File: src/sv/cdss_pkg.sv
package cdss_pkg;

  localparam int VW  = 32;
  localparam int IW  = 48;
  localparam int MAW = 48;
  localparam int MBW = 34;
  localparam int PW  = MAW + MBW;
  localparam int NW  = 64;
  localparam int DW  = 36;
  localparam int CW  = 6;

  localparam logic [NW-1:0]  Y_NUM     = 64'd5954088944;
  localparam logic [MBW-1:0] C048      = 34'd31457;
  localparam logic [MBW-1:0] C0235     = 34'd15401;
  localparam logic [46:0]    LIM47     = 47'h7FFF_FFFF_FFFF;
  localparam logic [20:0]    HL_RESET  = 21'd13107;
  localparam logic signed [IW-1:0] X_MAX = 48'sd8388608;
  localparam logic           REG_HALFLIFE = 1'b0;

  typedef enum logic [4:0] {
    ST_IDLE, ST_Y, ST_X, ST_X2, ST_X3, ST_C1, ST_C2, ST_DEN, ST_E,
    ST_J0, ST_M1, ST_M2, ST_D0, ST_D1, ST_D2, ST_D3, ST_M3,
    ST_P1, ST_P2, ST_P3, ST_M4, ST_M5, ST_M6, ST_M7, ST_M8, ST_WB, ST_OUT
  } state_t;

  function automatic logic signed [IW-1:0] sat48(input logic signed [IW:0] v);
    logic signed [IW:0] lim;
    lim = $signed({2'b00, LIM47});
    if (v > lim) return $signed({1'b0, LIM47});
    if (v < -lim) return -$signed({1'b0, LIM47});
    return v[IW-1:0];
  endfunction

  function automatic logic signed [IW-1:0] add_sat(input logic signed [IW-1:0] a,
                                                   input logic signed [IW-1:0] b);
    logic signed [IW:0] s;
    s = (IW+1)'(a) + (IW+1)'(b);
    return sat48(s);
  endfunction

  function automatic logic signed [IW-1:0] sub_sat(input logic signed [IW-1:0] a,
                                                   input logic signed [IW-1:0] b);
    logic signed [IW:0] s;
    s = (IW+1)'(a) - (IW+1)'(b);
    return sat48(s);
  endfunction

  function automatic logic signed [VW-1:0] sat32(input logic signed [IW-1:0] v);
    if (v > 48'sh0000_7FFF_FFFF) return 32'sh7FFF_FFFF;
    if (v < -48'sh0000_8000_0000) return 32'sh8000_0000;
    return v[VW-1:0];
  endfunction

  function automatic logic [46:0] mag47(input logic signed [IW-1:0] v);
    logic [IW-1:0] m;
    m = v[IW-1] ? -v : v;
    return m[46:0];
  endfunction

endpackage

File: src/sv/critically_damped_spring_step.sv
// One item is in flight at a time: a new input beat is taken only while the sequencer is
// idle, and in_stall stays high until the result is loaded into the output registers.
// When the damping term underflows to zero, the steps that compute it are skipped.
// The work is done by one shared unit that multiplies one bit per cycle and
// divides one quotient bit per cycle, stepped by the sequencer.
// Synchronous active-low reset clears the state vectors to zero and sets the
// halflife register to 0.2 s.
module critically_damped_spring_step (
  input  logic               clk,
  input  logic               rst_n,
  input  logic               in_valid,
  output logic               in_stall,
  input  logic signed [31:0] in_desired_vel_x,
  input  logic signed [31:0] in_desired_vel_y,
  input  logic signed [31:0] in_desired_vel_z,
  input  logic [16:0]        in_time_step,
  output logic               out_valid,
  input  logic               out_stall,
  output logic signed [31:0] out_pos_x,
  output logic signed [31:0] out_pos_y,
  output logic signed [31:0] out_pos_z,
  output logic signed [31:0] out_vel_x,
  output logic signed [31:0] out_vel_y,
  output logic signed [31:0] out_vel_z,
  output logic signed [31:0] out_acc_x,
  output logic signed [31:0] out_acc_y,
  output logic signed [31:0] out_acc_z,
  input  logic               psel,
  input  logic               penable,
  input  logic               pwrite,
  input  logic [2:0]         paddr,
  input  logic [31:0]        pwdata,
  output logic [31:0]        prdata,
  output logic               pready
);
  import cdss_pkg::*;

  state_t state_r, state_nxt;
  logic   issued_r, issued_nxt;
  logic [1:0] ax_r, ax_nxt;
  logic [20:0] halflife_r;
  logic [21:0] h1;

  logic signed [VW-1:0] dv_r [3];
  logic [16:0] dt_r;
  logic signed [VW-1:0] pos_r [3];
  logic signed [VW-1:0] vel_r [3];
  logic signed [VW-1:0] acc_r [3];
  logic signed [VW-1:0] opos_r [3];
  logic signed [VW-1:0] ovel_r [3];
  logic signed [VW-1:0] oacc_r [3];
  logic out_valid_r, out_valid_nxt;

  logic [32:0] y_r, y_nxt;
  logic [34:0] x_r, x_nxt;
  logic [16:0] e_r, e_nxt;
  logic [DW-1:0] den_r, den_nxt;
  logic signed [IW-1:0] j0_r, j0_nxt, j1_r, j1_nxt, k_r, k_nxt;
  logic signed [IW-1:0] t0_r, t0_nxt, t1_r, t1_nxt, tk_r, tk_nxt;
  logic signed [IW-1:0] np_r, np_nxt, nv_r, nv_nxt, tmp_r, tmp_nxt;

  logic in_acc, wb_en, load_out, is_op, use_src;
  logic signed [IW-1:0] src, cur_dv, cur_p, cur_v, cur_a;

  // Shared multiply / divide unit.
  logic u_start, u_div, u_neg;
  logic [NW-1:0] u_num;
  logic [DW-1:0] u_b;
  logic busy_r, done_r, kind_r, neg_r;
  logic [CW-1:0] cnt_r;
  logic [PW-1:0] mcand_r, prod_r;
  logic [MBW-1:0] mplier_r;
  logic [NW-1:0] num_r, quo_r;
  logic [DW-1:0] dd_r, rem_r;
  logic [DW:0] trial;
  logic ge;
  logic [PW:0] rsum;
  logic [66:0] rq;
  logic [46:0] umag;
  logic signed [IW-1:0] res;

  assign h1 = 22'(halflife_r) + 22'd1;
  assign in_stall = (state_r != ST_IDLE);
  assign in_acc = in_valid && !in_stall;
  assign pready = 1'b1;
  assign prdata = (paddr[2] == REG_HALFLIFE) ? 32'(halflife_r) : 32'd0;

  assign trial = {rem_r, num_r[NW-1]};
  assign ge = trial >= {1'b0, dd_r};
  assign rsum = {1'b0, prod_r} + (PW+1)'(32768);
  assign rq = kind_r ? 67'(quo_r) : rsum[PW:16];
  assign umag = (rq > 67'(LIM47)) ? LIM47 : rq[46:0];
  assign res = neg_r ? -$signed({1'b0, umag}) : $signed({1'b0, umag});

  always_ff @(posedge clk) begin
    if (!rst_n) begin
      busy_r <= 1'b0;
      done_r <= 1'b0;
    end else begin
      done_r <= 1'b0;
      if (u_start) begin
        busy_r   <= 1'b1;
        kind_r   <= u_div;
        neg_r    <= u_neg;
        cnt_r    <= u_div ? CW'(NW-1) : CW'(MBW-1);
        mcand_r  <= PW'(u_num[MAW-1:0]);
        mplier_r <= u_b[MBW-1:0];
        prod_r   <= '0;
        num_r    <= u_num;
        dd_r     <= u_b;
        rem_r    <= '0;
        quo_r    <= '0;
      end else if (busy_r) begin
        if (kind_r) begin
          rem_r <= ge ? DW'(trial - {1'b0, dd_r}) : trial[DW-1:0];
          quo_r <= {quo_r[NW-2:0], ge};
          num_r <= num_r << 1;
        end else begin
          if (mplier_r[0]) prod_r <= prod_r + mcand_r;
          mcand_r  <= mcand_r << 1;
          mplier_r <= mplier_r >> 1;
        end
        cnt_r <= cnt_r - CW'(1);
        if (cnt_r == '0) begin
          busy_r <= 1'b0;
          done_r <= 1'b1;
        end
      end
    end
  end

  always_comb begin
    state_nxt = state_r;
    issued_nxt = issued_r;
    ax_nxt = ax_r;
    y_nxt = y_r;
    x_nxt = x_r;
    e_nxt = e_r;
    den_nxt = den_r;
    j0_nxt = j0_r;
    j1_nxt = j1_r;
    k_nxt = k_r;
    t0_nxt = t0_r;
    t1_nxt = t1_r;
    tk_nxt = tk_r;
    np_nxt = np_r;
    nv_nxt = nv_r;
    tmp_nxt = tmp_r;
    wb_en = 1'b0;
    load_out = 1'b0;
    u_start = 1'b0;
    u_div = 1'b0;
    u_neg = 1'b0;
    u_num = '0;
    u_b = '0;
    use_src = 1'b0;
    src = '0;
    cur_dv = IW'(dv_r[ax_r]);
    cur_p = IW'(pos_r[ax_r]);
    cur_v = IW'(vel_r[ax_r]);
    cur_a = IW'(acc_r[ax_r]);
    is_op = state_r inside {ST_Y, ST_X, ST_X2, ST_X3, ST_C1, ST_C2, ST_E, ST_M1, ST_M2,
                            ST_D0, ST_D1, ST_D2, ST_D3, ST_M3, ST_M4, ST_M5, ST_M6,
                            ST_M7, ST_M8};

    case (state_r)
      ST_Y: begin
        u_div = 1'b1;
        u_num = Y_NUM + 64'(h1[21:1]);
        u_b = DW'(h1);
      end
      ST_X: begin
        u_num = 64'(y_r);
        u_b = DW'(dt_r);
      end
      ST_X2: begin
        u_num = 64'(x_r[22:0]);
        u_b = DW'(x_r[22:0]);
      end
      ST_X3: begin
        use_src = 1'b1;
        src = t0_r;
        u_b = DW'(x_r[22:0]);
      end
      ST_C1: begin
        use_src = 1'b1;
        src = t0_r;
        u_b = DW'(C048);
      end
      ST_C2: begin
        use_src = 1'b1;
        src = t1_r;
        u_b = DW'(C0235);
      end
      ST_E: begin
        u_div = 1'b1;
        u_num = 64'h1_0000_0000 + 64'(den_r[DW-1:1]);
        u_b = den_r;
      end
      ST_M1: begin
        use_src = 1'b1;
        src = j0_r;
        u_b = DW'(y_r);
      end
      ST_M2: begin
        use_src = 1'b1;
        src = j1_r;
        u_b = DW'(dt_r);
      end
      ST_D0: begin
        use_src = 1'b1;
        u_div = 1'b1;
        src = j0_r;
        u_b = DW'(y_r);
      end
      ST_D1: begin
        use_src = 1'b1;
        u_div = 1'b1;
        src = j1_r;
        u_b = DW'(y_r);
      end
      ST_D2: begin
        use_src = 1'b1;
        u_div = 1'b1;
        src = t1_r;
        u_b = DW'(y_r);
      end
      ST_D3: begin
        use_src = 1'b1;
        u_div = 1'b1;
        src = k_r;
        u_b = DW'(y_r);
      end
      ST_M3: begin
        use_src = 1'b1;
        src = cur_dv;
        u_b = DW'(dt_r);
      end
      ST_M4: begin
        use_src = 1'b1;
        src = tk_r;
        u_b = DW'(e_r);
      end
      ST_M5: begin
        use_src = 1'b1;
        src = k_r;
        u_b = DW'(e_r);
      end
      ST_M6: begin
        use_src = 1'b1;
        src = j1_r;
        u_b = DW'(y_r);
      end
      ST_M7: begin
        use_src = 1'b1;
        src = tmp_r;
        u_b = DW'(dt_r);
      end
      ST_M8: begin
        use_src = 1'b1;
        src = tmp_r;
        u_b = DW'(e_r);
      end
      default: ;
    endcase

    if (use_src) begin
      u_neg = src[IW-1];
      if (u_div) begin
        u_num = {1'b0, mag47(src), 16'b0} + 64'(y_r[32:1]);
      end else begin
        u_num = 64'(mag47(src));
      end
    end

    if (is_op) begin
      if (!issued_r) begin
        u_start = 1'b1;
        issued_nxt = 1'b1;
      end else if (done_r) begin
        issued_nxt = 1'b0;
        case (state_r)
          ST_Y: begin
            y_nxt = res[32:0];
            state_nxt = ST_X;
          end
          ST_X: begin
            x_nxt = res[34:0];
            if (res >= X_MAX) begin
              e_nxt = '0;
              state_nxt = ST_J0;
            end else begin
              state_nxt = ST_X2;
            end
          end
          ST_X2: begin
            t0_nxt = res;
            state_nxt = ST_X3;
          end
          ST_X3: begin
            t1_nxt = res;
            state_nxt = ST_C1;
          end
          ST_C1: begin
            tk_nxt = res;
            state_nxt = ST_C2;
          end
          ST_C2: begin
            tmp_nxt = res;
            state_nxt = ST_DEN;
          end
          ST_E: begin
            e_nxt = res[16:0];
            state_nxt = ST_J0;
          end
          ST_M1: begin
            j1_nxt = add_sat(cur_a, res);
            state_nxt = ST_M2;
          end
          ST_M2: begin
            k_nxt = add_sat(j0_r, res);
            state_nxt = ST_D0;
          end
          ST_D0: begin
            t0_nxt = res;
            state_nxt = ST_D1;
          end
          ST_D1: begin
            t1_nxt = res;
            state_nxt = ST_D2;
          end
          ST_D2: begin
            t1_nxt = res;
            state_nxt = ST_D3;
          end
          ST_D3: begin
            tk_nxt = res;
            state_nxt = ST_M3;
          end
          ST_M3: begin
            np_nxt = add_sat(cur_p, res);
            state_nxt = ST_P1;
          end
          ST_M4: begin
            np_nxt = sub_sat(np_r, res);
            state_nxt = ST_M5;
          end
          ST_M5: begin
            nv_nxt = add_sat(res, cur_dv);
            state_nxt = ST_M6;
          end
          ST_M6: begin
            tmp_nxt = res;
            state_nxt = ST_M7;
          end
          ST_M7: begin
            tmp_nxt = sub_sat(cur_a, res);
            state_nxt = ST_M8;
          end
          ST_M8: begin
            tmp_nxt = res;
            state_nxt = ST_WB;
          end
          default: ;
        endcase
      end
    end else begin
      case (state_r)
        ST_IDLE: begin
          if (in_valid) begin
            ax_nxt = 2'd0;
            state_nxt = ST_Y;
          end
        end
        ST_DEN: begin
          den_nxt = DW'(65536) + DW'(x_r) + DW'(tk_r) + DW'(tmp_r);
          state_nxt = ST_E;
        end
        ST_J0: begin
          j0_nxt = sub_sat(cur_v, cur_dv);
          state_nxt = ST_M1;
        end
        ST_P1: begin
          np_nxt = add_sat(np_r, t1_r);
          state_nxt = ST_P2;
        end
        ST_P2: begin
          np_nxt = add_sat(np_r, t0_r);
          state_nxt = ST_P3;
        end
        ST_P3: begin
          tk_nxt = add_sat(t1_r, tk_r);
          state_nxt = ST_M4;
        end
        ST_WB: begin
          wb_en = 1'b1;
          if (ax_r == 2'd2) begin
            state_nxt = ST_OUT;
          end else begin
            ax_nxt = ax_r + 2'd1;
            state_nxt = ST_J0;
          end
        end
        ST_OUT: begin
          if (!out_valid_r || !out_stall) begin
            load_out = 1'b1;
            state_nxt = ST_IDLE;
          end
        end
        default: state_nxt = ST_IDLE;
      endcase
    end

    if (load_out) begin
      out_valid_nxt = 1'b1;
    end else if (out_valid_r && !out_stall) begin
      out_valid_nxt = 1'b0;
    end else begin
      out_valid_nxt = out_valid_r;
    end
  end

  always_ff @(posedge clk) begin
    if (!rst_n) begin
      state_r <= ST_IDLE;
      issued_r <= 1'b0;
      out_valid_r <= 1'b0;
      halflife_r <= HL_RESET;
      for (int i = 0; i < 3; i++) begin
        pos_r[i] <= '0;
        vel_r[i] <= '0;
        acc_r[i] <= '0;
      end
    end else begin
      state_r <= state_nxt;
      issued_r <= issued_nxt;
      out_valid_r <= out_valid_nxt;
      if (psel && penable && pwrite && paddr[2] == REG_HALFLIFE) begin
        halflife_r <= pwdata[20:0];
      end
      if (wb_en) begin
        pos_r[ax_r] <= sat32(np_r);
        vel_r[ax_r] <= sat32(nv_r);
        acc_r[ax_r] <= sat32(tmp_r);
      end
    end
  end

  always_ff @(posedge clk) begin
    ax_r <= ax_nxt;
    y_r <= y_nxt;
    x_r <= x_nxt;
    e_r <= e_nxt;
    den_r <= den_nxt;
    j0_r <= j0_nxt;
    j1_r <= j1_nxt;
    k_r <= k_nxt;
    t0_r <= t0_nxt;
    t1_r <= t1_nxt;
    tk_r <= tk_nxt;
    np_r <= np_nxt;
    nv_r <= nv_nxt;
    tmp_r <= tmp_nxt;
    if (in_acc) begin
      dv_r[0] <= in_desired_vel_x;
      dv_r[1] <= in_desired_vel_y;
      dv_r[2] <= in_desired_vel_z;
      dt_r <= in_time_step;
    end
    if (load_out) begin
      for (int i = 0; i < 3; i++) begin
        opos_r[i] <= pos_r[i];
        ovel_r[i] <= vel_r[i];
        oacc_r[i] <= acc_r[i];
      end
    end
  end

  assign out_valid = out_valid_r;
  assign out_pos_x = opos_r[0];
  assign out_pos_y = opos_r[1];
  assign out_pos_z = opos_r[2];
  assign out_vel_x = ovel_r[0];
  assign out_vel_y = ovel_r[1];
  assign out_vel_z = ovel_r[2];
  assign out_acc_x = oacc_r[0];
  assign out_acc_y = oacc_r[1];
  assign out_acc_z = oacc_r[2];

endmodule
File: config.mk
export PLATFORM = sky130hd
export DESIGN_NAME = critically_damped_spring_step
export DESIGN_NICKNAME = d
export VERILOG_FILES = /design/src/sv/cdss_pkg.sv /design/src/sv/critically_damped_spring_step.sv
export SDC_FILE = /design/constraint.sdc
export NUM_CORES = 2
export LEC_CHECK = 0
export BUFFER_PORTS_ARGS = -buffer_cell sky130_fd_sc_hd__buf_4
export CAP_MARGIN = 20
export CORE_AREA = 2 2 641 451
export DETAILED_ROUTE_END_ITERATION = 7
export DIE_AREA = 0 0 643 453
export PLACE_DENSITY = 0.55
export RECOVER_POWER = 100
export SLEW_MARGIN = 10
export SYNTH_ARGS = -nofsm -noshare
export SYNTH_HDL_FRONTEND = slang
export SYNTH_SLANG_ARGS = --single-unit
File: constraint.sdc
create_clock -name clk -period 43.3 [get_ports clk]
set_clock_uncertainty 0.1 [all_clocks]
set_input_delay 12.99 -clock clk [delete_from_list [all_inputs] [get_ports clk]]
set_output_delay 12.99 -clock clk [all_outputs]
set_load 0.01 [all_outputs]
==> results.py <==
metrics = {
    "run_status": {
        "status": "finished with violations",
        "failed_checks": "DRC, capacitance limit, slew limit",
    },
    "critical_path": {
        "max_stage_delay_ns": 0.61,
        "crit_path_frequent_cell": "clkbuf_1",
        "ff2ff_setup_slack_ns": 23.30,
        "end_kind": "output pin",
        "start_kind": "primary input",
        "slowest_stage": "clkbuf_1",
        "crit_family": "buffers and inverters",
        "crit_required_ns": 30.21,
        "crit_arrival_ns": 13.90,
        "r2r_cells": 36,
        "timing.rr.end": "tmp_r[24]$_DFFE_PP_",
        "worstReg2RegStart": "prod_r[16]$_SDFFCE_PP0P_",
        "critPathKind": "in2out",
        "crit_chain": "clkbuf_1 -> nor2b_1 -> clkbuf_1",
        "cp_num_buf_inv": 2,
        "crit_fanout": 23,
    },
    "global_route": {
        "grt_pass1_vias": 83130,
        "antenna_found_initial": 37,
        "grt_overflow": 0,
        "grt_usage": 0.2968,
        "grt_pass1_wl_microns": 627900,
        "grt_max_degree": 176,
    },
    "layout": {
        "fin_area_sq_um": 124100,
        "nFillCells": 27470,
        "area_growth_syn_to_layout_pct": 11.97,
        "final_core_util": 0.4357,
        "drive_above_1_share": 0.07124,
        "layout.nets": 11870,
        "fin_cells": 15010,
    },
    "min_path": {
        "min_to": "opos_r[0][49]$_DFFE_PP_",
        "hp-start": "pos_r[1][17]$_SDFFCE_PN0P_",
        "hp-class": "reg2reg",
        "whs_path_depth": 0,
    },
    "floorplan": {
        "start_util": 0.3891,
        "core_sq_um": 284800,
        "die-area_sq_um": 291300,
        "die_height_microns": 453,
        "die_x_microns": 643,
        "io_pins": 478,
        "row_count": 164,
    },
    "synth": {
        "synthTopCellsByArea": "edfxtp_1 (47%), ha_1 (7.1%), xnor2_1 (3.7%)",
        "synth_most_common_cell": "edfxtp_1",
        "synth_area_leader_cell": "edfxtp_1",
        "synth-main-ff-cell": "edfxtp_1",
        "ys_warn_count": 0,
        "syn_inst": 10590,
        "synth_common_cells": "edfxtp_1 (1,732), nor2_1 (1,060), a21oi_1 (807), nand2_1 (807), ha_1 (631)",
        "synth_area_sq_um": 110800,
        "synth-async-reset-ratio": 0,
        "synth-edff-count": 1732,
        "ys_seq_elements": 1764,
        "yosysSeqAreaShare": 0.4751,
        "synth.avg_cell_area_sq_um": 10.46,
        "ys_types": 103,
        "synth_top_area_frac": 0.4693,
    },
    "routing": {
        "drc_errors": 27,
        "viasPerCell": 6.056,
        "drt-total-wl_microns": 448300,
        "first_pass_iters": 8,
        "via_count": 90910,
        "initialDrtViolationCount": 12700,
        "wl_per_cell_microns": 29.87,
        "antenna_left": 0,
    },
    "placement": {
        "dp.final_hpwl_microns": 350100,
        "place_area_sq_um": 119700,
        "port_buffers": 452,
        "place_inst": 14660,
        "gp_congestion": 0.9936,
    },
    "clocking": {
        "htree_levels": 4,
        "insertion_delay_ns": 0.95,
        "cts_sinks": 1764,
        "cts_root_buf": "clkbuf_16",
        "hold_buffers": 0,
        "cts_setup_buffers": 0,
        "cts_buffers": 194,
        "clkTransAtPathRegs_ns": 0.07,
        "cts_buffer_depth": 4,
        "post_cts_resized": 0,
        "tritoncts": "built",
    },
    "power": {
        "cellPowerDensity_nw_per_um2": 68.21,
        "p_leak_nw": 45.73,
        "vdd_drop_max_mv": 0.1423,
    },
    "sta": {
        "max_slew.worst_pin.slew_ns": 8.232,
        "finalCritPeriodShare": 0.6232,
        "slew_violations": 3308,
        "hold_slack_ns": 0.2722,
        "finalSetupViolations": 0,
        "slew_headroom": -4.488,
        "rsz0062_at_grt": "false",
        "max_freq_mhz": 37.06,
        "fin_setup_tns_ns": 0,
        "finalCriticalPeriod_ns": 26.99,
        "finalHoldViolCount": 0,
    },
    "run": {
        "cap_violations": 73,
    },
}
kinds of logic after synthesis:
group | share of synthesized area
XOR/XNOR | 0.05627
adder cells (fa/ha/maj) | 0.09617
other | 0.00006777
multiplexers | 0.02851
buffers and inverters | 0.03515
flip-flops | 0.4751
AO/OA/AOI/OAI | 0.1651
AND/OR/NAND/NOR | 0.1436
cell type report:
type	count	area, sq um	area share
Antenna cell	6	15.01	0.0001210
Clock buffer	228	5004	0.04032
Sequential cell	1764	52650	0.4243
Inverter	545	2046	0.01649
Clock inverter	117	1330	0.01072
Multi-Input combinational cell	7827	54620	0.4402
Timing Repair Buffer	706	3645	0.02937
Tap cell	3818	4777	0.03850
power by group:
group          switching [W]  total, W  internal, W  leakage (nW)
registers           0.000139   0.00252      0.00238          16.4
clock network       0.000745   0.00172     0.000977          3.07
logic                0.00273   0.00422      0.00150          26.2
state kept, by name, summed over array words and instances, names as in the netlist, 35 cells and up, named ones only:
| register | flops |
|---|---|
| acc_r | 128 |
| pos_r | 128 |
| vel_r | 128 |
| dv_r | 96 |
| oacc_r | 96 |
| opos_r | 96 |
| ovel_r | 96 |
| mcand_r | 82 |
| prod_r | 82 |
| num_r | 64 |
| quo_r | 64 |
| j1_r | 48 |
| k_r | 48 |
| np_r | 48 |
| nv_r | 48 |
| t0_r | 48 |
| t1_r | 48 |
| tk_r | 48 |
| tmp_r | 48 |
| dd_r | 36 |
| den_r | 36 |
| rem_r | 36 |
| x_r | 35 |
worst register-to-register path: cells and delay by family (launching register included):
family,cells,cell delay (ns)
buf+inv,9,7.35
compound gates,16,6.86
simple gates,9,3.95
fa+ha+maj,2,0.85
flops,1,0.55
per-layer routing:
layer	wire length, microns	GRT usage
met1	208800	0.4577
met2	179100	0.4134
met3	46070	0.06590
met4	14070	0.07735
met5	187	0.003082
stage by stage:
step | setup WS (ns) | power [W]
after global placement | 16.76 | 0.006564
after global routing | 16.16 | 0.008908
after CTS | 16.73 | 0.008363
final | 16.31 | 0.008464
after floorplan | 15.37 | 0.005313
after detailed placement | 16.73 | 0.006619
cells in the final DEF, fill, tap and decap left out, types with 96 or more instances in the layout:
| cell | instances |
|---|---|
| xor2_1 | 248 |
| inv_1 | 540 |
| xnor2_1 | 462 |
| nand2_1 | 806 |
| o21bai_1 | 116 |
| maj3_1 | 178 |
| nand4_1 | 121 |
| nand3_1 | 230 |
| a21o_1 | 278 |
| nand2b_1 | 122 |
| clkbuf_1 | 484 |
| buf_4 | 141 |
| clkbuf_4 | 107 |
| o21a_1 | 113 |
| and2_1 | 111 |
| o21ai_0 | 416 |
| nor2_1 | 1057 |
| nor3_1 | 174 |
| edfxtp_1 | 1732 |
| clkbuf_16 | 195 |
| mux4_2 | 96 |
| a21oi_1 | 805 |
| ha_1 | 631 |
| nor2b_1 | 122 |
| nor4_1 | 96 |
how the worst max path moves through the flow:
stage	from	to	slack, ns	cells past startpoint
after floorplan	out_stall	oacc_r[0][0]$_DFFE_PP_	15.37	1
after global placement	paddr[2]	prdata[19]	16.76	3
after detailed placement	paddr[2]	prdata[12]	16.73	3
after CTS	paddr[2]	prdata[12]	16.73	3
after global routing	paddr[2]	prdata[15]	16.16	3
final	paddr[2]	prdata[15]	16.31	3
Note: power is estimated with default switching activity, not from simulation.
